**src/rtl/layer_pixel_mixer_defines.svh**
```systemverilog
// assertion macros shared by the mixer modules
// each macro expects i_clk and i_rst_n in scope
`ifndef LAYER_PIXEL_MIXER_DEFINES_SVH
`define LAYER_PIXEL_MIXER_DEFINES_SVH

// same-cycle implication
`define LPM_CHECK_NOW(lbl, ante, cons) \
    lbl: assert property (@(posedge i_clk) disable iff (!i_rst_n) (ante) |-> (cons)) \
        else $error("lpm check failed");

// next-cycle implication
`define LPM_CHECK_NEXT(lbl, ante, cons) \
    lbl: assert property (@(posedge i_clk) disable iff (!i_rst_n) (ante) |=> (cons)) \
        else $error("lpm check failed");

`endif

```
**src/rtl/lpm_pkg.sv**
```systemverilog
package lpm_pkg;

    localparam int DATA_W        = 8;
    localparam int WORD_W        = 16;
    localparam int CFG_IDX_W     = 3;
    localparam int CNT_W         = 3;
    localparam int NUM_WORD_REGS = 4;
    localparam int MAX_STEPS_DEF = 4;
    localparam int CELL_LAT      = 4;

    localparam logic [DATA_W-1:0] FULL = 8'd255;

    localparam logic [CFG_IDX_W-1:0] CFG_STEP_COUNT  = 3'd0;
    localparam logic [CFG_IDX_W-1:0] CFG_STEP_WORD_0 = 3'd1;

    localparam logic [7:0] OP_MUL3    = 8'd0;
    localparam logic [7:0] OP_SCALE_S = 8'd1;
    localparam logic [7:0] OP_SCALE_D = 8'd2;
    localparam logic [7:0] OP_MIN     = 8'd3;
    localparam logic [7:0] OP_MAX     = 8'd4;
    localparam logic [7:0] OP_NEG_S   = 8'd5;
    localparam logic [7:0] OP_NEG_D   = 8'd6;
    localparam logic [7:0] OP_THR_S   = 8'd7;
    localparam logic [7:0] OP_THR_D   = 8'd8;

    typedef enum logic [1:0] {
        K_PASS,
        K_MUL3,
        K_SRC,
        K_DST
    } t_kind;

    typedef struct packed {
        logic              valid;
        logic [DATA_W-1:0] s;
        logic [DATA_W-1:0] d;
    } t_beat;

    // floor(x / 255) for x below 255 * 2**16, estimate plus one correction
    function automatic logic [15:0] div255(input logic [23:0] x);
        logic [24:0] sum;
        logic [23:0] q0;
        logic [31:0] prod;
        logic [31:0] rem;
        sum  = {1'b0, x} + 25'(x >> 8) + 25'(x >> 16);
        q0   = sum[24:1] >> 7;
        prod = ({8'b0, q0} << 8) - {8'b0, q0};
        rem  = {8'b0, x} - prod;
        if (rem >= 32'd255) begin
            q0 = q0 + 24'd1;
        end
        return q0[15:0];
    endfunction

endpackage

```
**src/rtl/lpm_cfg.sv**
```systemverilog
module lpm_cfg #(
    parameter int MAX_STEPS = lpm_pkg::MAX_STEPS_DEF
) (
    input  logic                                 i_clk,
    input  logic                                 i_rst_n,
    input  logic                                 i_we,
    input  logic [lpm_pkg::CFG_IDX_W-1:0]        i_idx,
    input  logic [lpm_pkg::WORD_W-1:0]           i_data,
    output logic [lpm_pkg::CNT_W-1:0]            o_count,
    output logic [MAX_STEPS-1:0][lpm_pkg::WORD_W-1:0] o_words
);

    logic [lpm_pkg::CNT_W-1:0] r_count;

    always_ff @(posedge i_clk) begin
        if (!i_rst_n) begin
            r_count <= '0;
        end else if (i_we && i_idx == lpm_pkg::CFG_STEP_COUNT) begin
            r_count <= i_data[lpm_pkg::CNT_W-1:0];
        end
    end

    assign o_count = r_count;

    for (genvar g = 0; g < MAX_STEPS; g++) begin : g_word
        if (g < lpm_pkg::NUM_WORD_REGS) begin : g_reg
            logic [lpm_pkg::WORD_W-1:0] r_word;
            always_ff @(posedge i_clk) begin
                if (!i_rst_n) begin
                    r_word <= '0;
                end else if (i_we && i_idx == lpm_pkg::CFG_STEP_WORD_0 + lpm_pkg::CFG_IDX_W'(g)) begin
                    r_word <= i_data;
                end
            end
            assign o_words[g] = r_word;
        end else begin : g_zero
            // no register behind this step, opcode 0 with parameter 0
            assign o_words[g] = '0;
        end
    end

endmodule

```
**src/rtl/lpm_cell.sv**
```systemverilog
`include "layer_pixel_mixer_defines.svh"

module lpm_cell (
    input  logic                       i_clk,
    input  logic                       i_rst_n,
    input  logic                       i_active,
    input  logic [lpm_pkg::WORD_W-1:0] i_word,
    input  lpm_pkg::t_beat             i_beat,
    output lpm_pkg::t_beat             o_beat
);

    logic [7:0]                 w_opc;
    logic [7:0]                 w_p;
    logic [lpm_pkg::DATA_W-1:0] w_lo;
    logic [lpm_pkg::DATA_W-1:0] w_hi;

    lpm_pkg::t_kind             n_kind1;
    logic [15:0]                n_m1;
    logic [lpm_pkg::DATA_W-1:0] n_d1;

    logic                       r_v1, r_v2, r_v3, r_v4;
    lpm_pkg::t_kind             r_kind1, r_kind2, r_kind3;
    logic [lpm_pkg::DATA_W-1:0] r_s1, r_s2, r_s3, r_s4;
    logic [lpm_pkg::DATA_W-1:0] r_d1, r_d2, r_d3, r_d4;
    logic [7:0]                 r_p1;
    logic [15:0]                r_m1;
    logic [23:0]                r_m2;
    logic [15:0]                r_a3;
    logic [15:0]                w_a4;

    assign w_opc = i_word[15:8];
    assign w_p   = i_word[7:0];
    assign w_lo  = (i_beat.s < i_beat.d) ? i_beat.s : i_beat.d;
    assign w_hi  = (i_beat.s < i_beat.d) ? i_beat.d : i_beat.s;

    // stage 1: decode and pick the operand
    always_comb begin
        n_kind1 = lpm_pkg::K_PASS;
        n_m1    = '0;
        n_d1    = i_beat.d;
        if (i_active) begin
            unique case (w_opc)
                lpm_pkg::OP_MUL3: begin
                    n_kind1 = lpm_pkg::K_MUL3;
                    n_m1    = 16'(i_beat.s) * 16'(i_beat.d);
                end
                lpm_pkg::OP_SCALE_S: begin
                    n_kind1 = lpm_pkg::K_SRC;
                    n_m1    = 16'(i_beat.s);
                end
                lpm_pkg::OP_SCALE_D: begin
                    n_kind1 = lpm_pkg::K_DST;
                    n_m1    = 16'(i_beat.d);
                end
                lpm_pkg::OP_MIN: begin
                    n_kind1 = lpm_pkg::K_DST;
                    n_m1    = 16'(w_lo);
                end
                lpm_pkg::OP_MAX: begin
                    n_kind1 = lpm_pkg::K_DST;
                    n_m1    = 16'(w_hi);
                end
                lpm_pkg::OP_NEG_S: begin
                    n_kind1 = lpm_pkg::K_SRC;
                    n_m1    = 16'(lpm_pkg::FULL - i_beat.s);
                end
                lpm_pkg::OP_NEG_D: begin
                    n_kind1 = lpm_pkg::K_DST;
                    n_m1    = 16'(lpm_pkg::FULL - i_beat.d);
                end
                lpm_pkg::OP_THR_D: begin
                    n_d1 = (i_beat.d >= w_p) ? lpm_pkg::FULL : '0;
                end
                default: begin
                    n_kind1 = lpm_pkg::K_PASS;
                end
            endcase
        end
    end

    assign w_a4 = lpm_pkg::div255({8'b0, r_a3});

    always_ff @(posedge i_clk) begin
        if (!i_rst_n) begin
            r_v1 <= 1'b0;
            r_v2 <= 1'b0;
            r_v3 <= 1'b0;
            r_v4 <= 1'b0;
        end else begin
            r_v1 <= i_beat.valid;
            r_v2 <= r_v1;
            r_v3 <= r_v2;
            r_v4 <= r_v3;
        end
        // stage 1
        r_kind1 <= n_kind1;
        r_s1    <= i_beat.s;
        r_d1    <= n_d1;
        r_p1    <= w_p;
        r_m1    <= n_m1;
        // stage 2: product with the parameter
        r_kind2 <= r_kind1;
        r_s2    <= r_s1;
        r_d2    <= r_d1;
        r_m2    <= 24'(r_m1) * 24'(r_p1);
        // stage 3: first divide by 255
        r_kind3 <= r_kind2;
        r_s3    <= r_s2;
        r_d3    <= r_d2;
        r_a3    <= lpm_pkg::div255(r_m2);
        // stage 4: second divide for the triple product, write back
        r_s4    <= (r_kind3 == lpm_pkg::K_SRC) ? r_a3[7:0] : r_s3;
        case (r_kind3)
            lpm_pkg::K_MUL3: r_d4 <= w_a4[7:0];
            lpm_pkg::K_DST:  r_d4 <= r_a3[7:0];
            default:         r_d4 <= r_d3;
        endcase
    end

    assign o_beat.valid = r_v4;
    assign o_beat.s     = r_s4;
    assign o_beat.d     = r_d4;

    `LPM_CHECK_NOW(a_cell_valid_origin, o_beat.valid, $past(i_beat.valid, 4))
    `LPM_CHECK_NOW(a_cell_idle_pass, o_beat.valid && $past(!i_active, 4), (o_beat.s == $past(i_beat.s, 4)) && (o_beat.d == $past(i_beat.d, 4)))
    `LPM_CHECK_NOW(a_cell_thr_level, $past(i_beat.valid && i_active && (w_opc == lpm_pkg::OP_THR_D), 4), o_beat.valid && ((o_beat.d == lpm_pkg::FULL) || (o_beat.d == '0)))

endmodule

```
**src/rtl/layer_pixel_mixer.sv**
```systemverilog
// start passes through the entry register and then each step cell in turn to o_valid
// throughput: one pixel pair per cycle, busy never rises
// each step cell is a four stage pipe: operand, multiply, divide by 255, write back
// reset clears the step count, the step words and all beat valid flags
`include "layer_pixel_mixer_defines.svh"

module layer_pixel_mixer #(
    parameter int MAX_STEPS = lpm_pkg::MAX_STEPS_DEF
) (
    input  logic                          i_clk,
    input  logic                          i_rst_n,
    input  logic                          start,
    output logic                          busy,
    input  logic                          i_cfg_we,
    input  logic [lpm_pkg::CFG_IDX_W-1:0] i_cfg_idx,
    input  logic [lpm_pkg::WORD_W-1:0]    i_cfg_data,
    input  logic [lpm_pkg::DATA_W-1:0]    i_layer_pixel,
    input  logic [lpm_pkg::DATA_W-1:0]    i_frame_pixel,
    output logic                          o_valid,
    output logic [lpm_pkg::DATA_W-1:0]    o_mixed_pixel,
    output logic [lpm_pkg::DATA_W-1:0]    o_layer_after
);

    localparam int LAT = 1 + lpm_pkg::CELL_LAT * MAX_STEPS;

    logic [lpm_pkg::CNT_W-1:0]                 w_count;
    logic [MAX_STEPS-1:0][lpm_pkg::WORD_W-1:0] w_words;
    logic [MAX_STEPS-1:0]                      w_active;
    lpm_pkg::t_beat                            r_in;
    lpm_pkg::t_beat                            w_chain [MAX_STEPS+1];

    lpm_cfg #(
        .MAX_STEPS (MAX_STEPS)
    ) u_cfg (
        .i_clk   (i_clk),
        .i_rst_n (i_rst_n),
        .i_we    (i_cfg_we),
        .i_idx   (i_cfg_idx),
        .i_data  (i_cfg_data),
        .o_count (w_count),
        .o_words (w_words)
    );

    assign busy = 1'b0;

    // entry beat, zero steps copies source into destination
    always_ff @(posedge i_clk) begin
        if (!i_rst_n) begin
            r_in.valid <= 1'b0;
        end else begin
            r_in.valid <= start;
        end
        r_in.s <= i_layer_pixel;
        r_in.d <= (w_count == '0) ? i_layer_pixel : i_frame_pixel;
    end

    assign w_chain[0] = r_in;

    for (genvar g = 0; g < MAX_STEPS; g++) begin : g_cell
        assign w_active[g] = ({2'b00, w_count} > 5'(g));

        lpm_cell u_cell (
            .i_clk    (i_clk),
            .i_rst_n  (i_rst_n),
            .i_active (w_active[g]),
            .i_word   (w_words[g]),
            .i_beat   (w_chain[g]),
            .o_beat   (w_chain[g+1])
        );
    end

    assign o_valid       = w_chain[MAX_STEPS].valid;
    assign o_mixed_pixel = w_chain[MAX_STEPS].d;
    assign o_layer_after = w_chain[MAX_STEPS].s;

    `LPM_CHECK_NOW(a_out_origin, o_valid, $past(start, LAT))
    `LPM_CHECK_NEXT(a_entry_valid, start, r_in.valid)
    `LPM_CHECK_NEXT(a_entry_copy, start && (w_count == '0), r_in.d == r_in.s)

endmodule
```
**config.mk**
```make
export PLATFORM = sky130hd
export DESIGN_NAME = layer_pixel_mixer
export DESIGN_NICKNAME = d
export VERILOG_FILES = /design/src/rtl/lpm_pkg.sv /design/src/rtl/lpm_cfg.sv /design/src/rtl/lpm_cell.sv /design/src/rtl/layer_pixel_mixer.sv
export VERILOG_INCLUDE_DIRS = /design/src /design/src/rtl
export SDC_FILE = /design/constraint.sdc
export NUM_CORES = 2
export LEC_CHECK = 0
export BUFFER_PORTS_ARGS = -buffer_cell sky130_fd_sc_hd__buf_2
export CORE_MARGIN = 4
export CORE_UTILIZATION = 60
export CTS_CLUSTER_SIZE = 40
export DETAILED_ROUTE_END_ITERATION = 8
export PLACE_DENSITY = 0.79
export RECOVER_POWER = 50
export SKIP_LAST_GASP = 1
export SYNTH_ARGS = -nofsm -noshare
export SYNTH_HDL_FRONTEND = slang
export SYNTH_SLANG_ARGS = --single-unit
```
**constraint.sdc**
```tcl
create_clock -name i_clk -period 7.5 [get_ports i_clk]
set_input_delay 0.75 -clock i_clk [delete_from_list [all_inputs] [get_ports i_clk]]
set_output_delay 0.75 -clock i_clk [all_outputs]
set_load 0.02 [all_outputs]
```
; Word-level counts from Yosys, hierarchy flattened
; Cells that the tools add are included.
[word_totals]
ff_bits = 636
output_inout_bits = 18
word_cells = 264
[op_classes]
add_sub_neg = 44
multipliers = 8
order_cmp = 20
eq_ne = 44
n_mux = 45
reduce_logical = 19
[ops]
columns = cell, count
row1 = case mux 16 bit (7 select lines), 4
row2 = "greater-or-equal comparator 32 x 8 -> 1 bit, second input constant", 8
row3 = 2-to-1 mux 8 bit, 29
row4 = subtractor 16 x 32 -> 32 bit, 4
row5 = subtractor 24 x 32 -> 32 bit, 4
row6 = subtractor 25 x 17 -> 26 bit, 4
row7 = adder 24 x 16 -> 25 bit, 4
row8 = adder 25 x 8 -> 25 bit, 4
row9 = "equality test 8 x 3 -> 1 bit, second input constant", 12
row10 = multiplier 16 x 8 -> 24 bit, 4
row11 = subtractor 17 x 9 -> 18 bit, 4
row12 = "subtractor 8 x 8 -> 9 bit, first input constant", 8
row13 = adder 16 x 8 -> 17 bit, 4
row14 = "adder 16 x 1 -> 16 bit, second input constant", 4
row15 = "equality test 8 x 2 -> 1 bit, second input constant", 8
row16 = multiplier 8 x 8 -> 16 bit, 4
row17 = 2-to-1 mux 16 bit, 4
row18 = case mux 8 bit (2 select lines), 4
row19 = "adder 8 x 1 -> 8 bit, second input constant", 4
row20 = "equality test 8 x 1 -> 1 bit, second input constant", 4
row21 = "equality test 8 x 4 -> 1 bit, second input constant", 4
row22 = greater-or-equal comparator 8 bit, 4
row23 = zero test 8 bit, 4
row24 = < comparator 8 bit, 4
row25 = other kinds (12), 39

; Depth between registers and ports, before layout
[logic_depth]
word_depth = 6
depth_mapped = 38

; Hierarchy
; From an unflattened synthesis, not the netlist that was laid out.
[unflattened]
cells_unflattened = 7600
area_unflattened_um2 = 65170.0
[modules_own_cells]
columns = mod, instances, cells_each, area_each_um2
row1 = lpm_cell at g_cell[0].u_cell, 1, 1883, 15996.6
row2 = lpm_cell at g_cell[3].u_cell, 1, 1830, 15601.2
row3 = lpm_cell at g_cell[2].u_cell, 1, 1853, 15532.4
row4 = lpm_cell at g_cell[1].u_cell, 1, 1762, 15058.2
row5 = lpm_cfg, 1, 239, 2494.9
row6 = layer_pixel_mixer, 1, 33, 486.7

; Worst setup path after synthesis
; No wires, ideal clock.
[synth_timing]
kind = reg-to-reg
startpoint = reg g_cell[3].u_cell.r_m2[20]
endpoint = reg g_cell[3].u_cell.r_a3[7]
setup_time_ns = 0.141
arrival_time_ns = 7.818
path_slack_ns = -0.458
path_stages_with_launch = 37
path_buffers = 1
period_less_slack_ns = 7.958
path_cell_list = dfxtp_1 > inv_1 > fa_1 > inv_1 > ha_1 > a21oi_1 > nand2_1 > o311a_2 > or3_2 > and2_1 > xor2_1 > inv_1 > ha_1 > nor4b_1 > nand4_1 > o31ai_1 > a21o_1 > a21oi_1 > maj3_1 > o21bai_2 > nor2b_1 > nor3_1 > xnor2_1 > ha_1 > o21ai_0 > nand2b_1 > xor2_1 > or4_1 > nor4_1 > o2111ai_1 > nor4_1 > nand3_1 > or3_2 > nor2_4 > buf_8 > nor3_2 > xnor2_1
[synth_between]
elab_chain_cells = 6
elab_cells_between_ends = 7
[synth_lines]
columns = item, line
row1 = "start, declared", lpm_cell.sv:27  ; logic [23:0] r_m2;
row2 = "start signal, assigned", lpm_cell.sv:105  ; r_m2 <= 24'(r_m1) * 24'(r_p1);
row3 = adder 24 x 16 -> 25 bit, lpm_pkg.sv:45  ; sum = {1'b0, x} + 25'(x >> 8) + 25'(x >> 16);
row4 = adder 25 x 8 -> 25 bit, lpm_pkg.sv:45
row5 = subtractor 25 x 17 -> 26 bit, lpm_pkg.sv:47  ; prod = ({8'b0, q0} << 8) - {8'b0, q0};
row6 = subtractor 24 x 32 -> 32 bit, lpm_pkg.sv:48  ; rem = {8'b0, x} - prod;
row7 = greater-or-equal comparator 32 x 8 -> 1 bit, lpm_pkg.sv:49  ; if (rem >= 32'd255) begin
row8 = 2-to-1 mux 16 bit *, lpm_pkg.sv:49
row9 = "end signal, assigned", lpm_cell.sv:110  ; r_a3 <= lpm_pkg::div255(r_m2);
row10 = "end, declared", lpm_cell.sv:28  ; logic [15:0] r_a3;
; Every way passes the cells marked *; elsewhere a longest branch is shown, timed or not.
; A chain may end at the register's enable or synchronous reset.

; Worst setup path after layout
[layout_timing]
startpoint = reg g_cell[2].u_cell.r_m2[3]
endpoint = reg g_cell[2].u_cell.r_a3[12]
[layout_between]
elab_chain_cells = 6
elab_cells_between_ends = 7
[layout_lines]
columns = item, line
row1 = "start, declared", lpm_cell.sv:27
row2 = "start signal, assigned", lpm_cell.sv:105
row3 = adder 24 x 16 -> 25 bit, lpm_pkg.sv:45
row4 = adder 25 x 8 -> 25 bit, lpm_pkg.sv:45
row5 = subtractor 25 x 17 -> 26 bit, lpm_pkg.sv:47
row6 = subtractor 24 x 32 -> 32 bit, lpm_pkg.sv:48
row7 = greater-or-equal comparator 32 x 8 -> 1 bit, lpm_pkg.sv:49
row8 = 2-to-1 mux 16 bit *, lpm_pkg.sv:49
row9 = "end signal, assigned", lpm_cell.sv:110
row10 = "end, declared", lpm_cell.sv:28
; Marks and branches as above.

==> run metrics <==
die height=around 330 µm; Die X=around 330 µm; CTS Hold Bufs=0; fin crit period=~7.6 ns; CP max FO=6; count of non-filler cells in the finished layout=between 9000 and 10000; post-synth cell types=around 130; Post-synth EDFFs=0; HP Class=in -> reg; clk slew on worst S/H paths=roughly 0.070 ns; Startpoint Class=flop; layout cells sized above 1=0.105; core area=0.104 mm²; sequential power share=0.251; RSZ-0062 raised after global routing=yes; Internal Power=9420 µW; input/output buffers=between 50 and 60; Vias/cell=5.87; status=finished, violations left; H-tree Lvls=3; Critical Path RT=a little over 8 ns; synth-to-layout area growth=11.2%; Post-DP HPWL=125 mm; antenna violations before repair=0; drt first pass iters=6; worst-skew pair later-pin latency=approximately 0.65 ns; Pleak=between 0.03 and 0.04 µW; Total Nets Final=approximately 9000; number of synthesized register bits=about 640; Mapped Area=roughly 0.063 mm²; Final WS setup=-0.119 ns; max-cap viol count=1; Total Power=around 16000 µW; GP Congestion=~0.94; GRT Overall Usage=0.287; io pins=between 50 and 60; CTS buffer count=73; final wirelength=163 mm; ant diodes=0; Slew @ Worst Pin=around 3.5 ns; Fill cells=8220; failing checks=max-capacitance violations, max-slew violations, negative setup slack; CTS sink count=636; asr flop ratio synth=0; Max Freq=about 0.13 GHz; syn nets=roughly 8700; Final setup viols=31; via total after detailed routing=~53000; maximum VDD drop=266 µV; first-pass GRT wire length=around 270 mm; Pwr per Cell Area=~220 mW/mm²; final clock skew=about 0.026 ns; Final Hold Viols=0; Synth warnings=0; reg-to-reg setup timing slack=-0.12 ns; clock network fraction of total power=0.241; most frequent cells in the layout=905 x inv_1, 847 x nand2_1, 723 x ha_1; WL/cell=17.9 µm; DRC viols=0; CP Capture Type=flop; Max Transition Viols Final=85; pin count of the biggest net entering global routing=85; Relative slew margins=-1.33; sequential-to-total area share from yosys stat=0.201; Psw=around 6200 µW; combinational share of power=0.508; placed cell count=approximately 8900; Crit Path Category=reg -> reg; post-synthesis area per instance=between 8 and 9 µm²; vias in the first global route=approximately 53000; crit share post-route=1.02; CTS max path bufs=3; most common cell after layout, fill and taps aside=inv_1; Initial Util=0.608; Data arrival, critical path=8.18 ns; CP peak stage delay=approximately 0.6 ns; Iteration-0 DRC Markers=4055; grt ovf=0; Rows=around 120; clock root buffer=clkbuf_16; Synth Instances=about 7400; Final ANT Viol Nets=0; CTS tree=built; switch share=0.397; die area=between 0.1 and 0.15 mm²; CP max stage cell=fa_2; Synth Flop Type=dfxtp_1
## per-layer routing
metal | track usage | part of all wire
met1 | 0.371 | 0.42
met2 | 0.495 | 0.48
met3 | 0.0406 | 0.064
met4 | 0.0950 | 0.032
met5 | 0 | 0
## flip-flops by register name (all words and copies together) (netlist names)
name	flops
g_cell.u_cell.r_v1	4
g_cell.u_cell.r_p1	32
g_cell.u_cell.r_d1	32
g_cell.u_cell.r_kind3	8
g_cell.u_cell.r_a3	64
g_cell.u_cell.r_m2	96
g_cell.u_cell.r_d4	32
g_cell.u_cell.r_kind1	8
u_cfg.g_word.g_reg.r_word	64
g_cell.u_cell.r_v2	4
g_cell.u_cell.r_kind2	8
g_cell.u_cell.r_s2	32
g_cell.u_cell.r_d3	32
g_cell.u_cell.r_s4	32
g_cell.u_cell.r_s3	32
g_cell.u_cell.r_d2	32
u_cfg.o_count	3
r_in	17
g_cell.u_cell.r_v3	4
g_cell.u_cell.r_s1	32
g_cell.u_cell.r_m1	64
g_cell.u_cell.r_v4	4
## per-stage QoR
stage	util	setup WS (ns)	hold slack (ns)	cell area (µm²)	TNS [ns]
finish	0.676	-0.119	0.214	70400	-1.52
global route	0.676	-0.467	0.195	70400	-12.94
CTS	0.670	-0.0548	0.182	69700	-0.277
detailed placement	0.641	-0.281	0.312	66700	-8.23
global placement	0.641	-0.0900	0.310	66700	-0.968
floorplan	-	0.0140	0.310	63400	0
## cells in the mapped netlist (45+ instances only)
cell type  instances  area, µm²
nand4_1           54        338
fa_1             516      10300
clkbuf_1         191        717
or3_1             45        282
o21bai_1          51        383
a21oi_1          345       1730
xnor2_1          350       3070
and3_1            48        300
ha_1             736       9210
nor3_1           123        616
o21ai_0          229       1150
dfxtp_1          636      12700
and2_1           400       2500
nor2_1           386       1450
nand3_1          141        706
o21a_1            80        601
xor2_1           134       1170
a21o_1           107        803
a31oi_1           47        294
inv_1            915       3430
nand2b_1         100        626
a21boi_0          88        661
nand2_1          853       3200
nor2b_1           72        450
## timing repair
item | 4_1_cts | 5_1_grt
cloned | 1 | 0
resized for setup | 41 | 114
endpoints found under the setup margin | 63 | 64
setup buffers | 21 | 18
pin swaps | 38 | 87
## layout make-up
| type | instances | area (µm²) | share of cell area |
|---|---|---|---|
| inverter | 918 | 3450 | 0.0490 |
| clock buffer | 86 | 2000 | 0.0284 |
| timing repair buffer | 389 | 2860 | 0.0406 |
| tap | 1380 | 1730 | 0.0245 |
| multi-input combinational | 5621 | 47000 | 0.668 |
| sequential | 636 | 12800 | 0.181 |
| clock inverter | 48 | 572 | 0.00813 |
## power by group through the flow
| stage | sequential [µW] | clock [µW] | combinational [µW] |
|---|---|---|---|
| floorplan | 3770 | 0 | 5820 |
| global placement | 3970 | 0 | 7340 |
| detailed placement | 3980 | 0 | 7550 |
| CTS | 3900 | 3820 | 7710 |
| global route | 3940 | 3950 | 8800 |
| finish | 3920 | 3760 | 7930 |
## final timing paths
check	start	to	cells past startpoint
min reg2reg	g_cell[1].u_cell.r_d2[3]	g_cell[1].u_cell.r_d3[3]	0
max	g_cell[2].u_cell.r_m2[3]	g_cell[2].u_cell.r_a3[12]	37
min	i_layer_pixel[5]	r_in[13]	1
max reg2reg	g_cell[2].u_cell.r_m2[3]	g_cell[2].u_cell.r_a3[12]	37
## cell families after synthesis
kind of cell | synth area share
compound gates | 0.150
buf+inv | 0.0681
xor+xnor | 0.0695
other cells | 0.0000593
simple gates | 0.190
mux | 0.0108
fa+ha+maj | 0.311
flops | 0.201
## worst max-delay path: cells and delay by family (launching register included)
family | cells | cell delay [ns]
adder cells (fa/ha/maj) | 4 | 1.41
buffers and inverters | 4 | 0.44
AND/OR/NAND/NOR | 8 | 1.01
AO/OA/AOI/OAI | 19 | 4.11
flip-flops | 1 | 0.34
XOR/XNOR | 2 | 0.23
(Power assumes the default switching activity.)
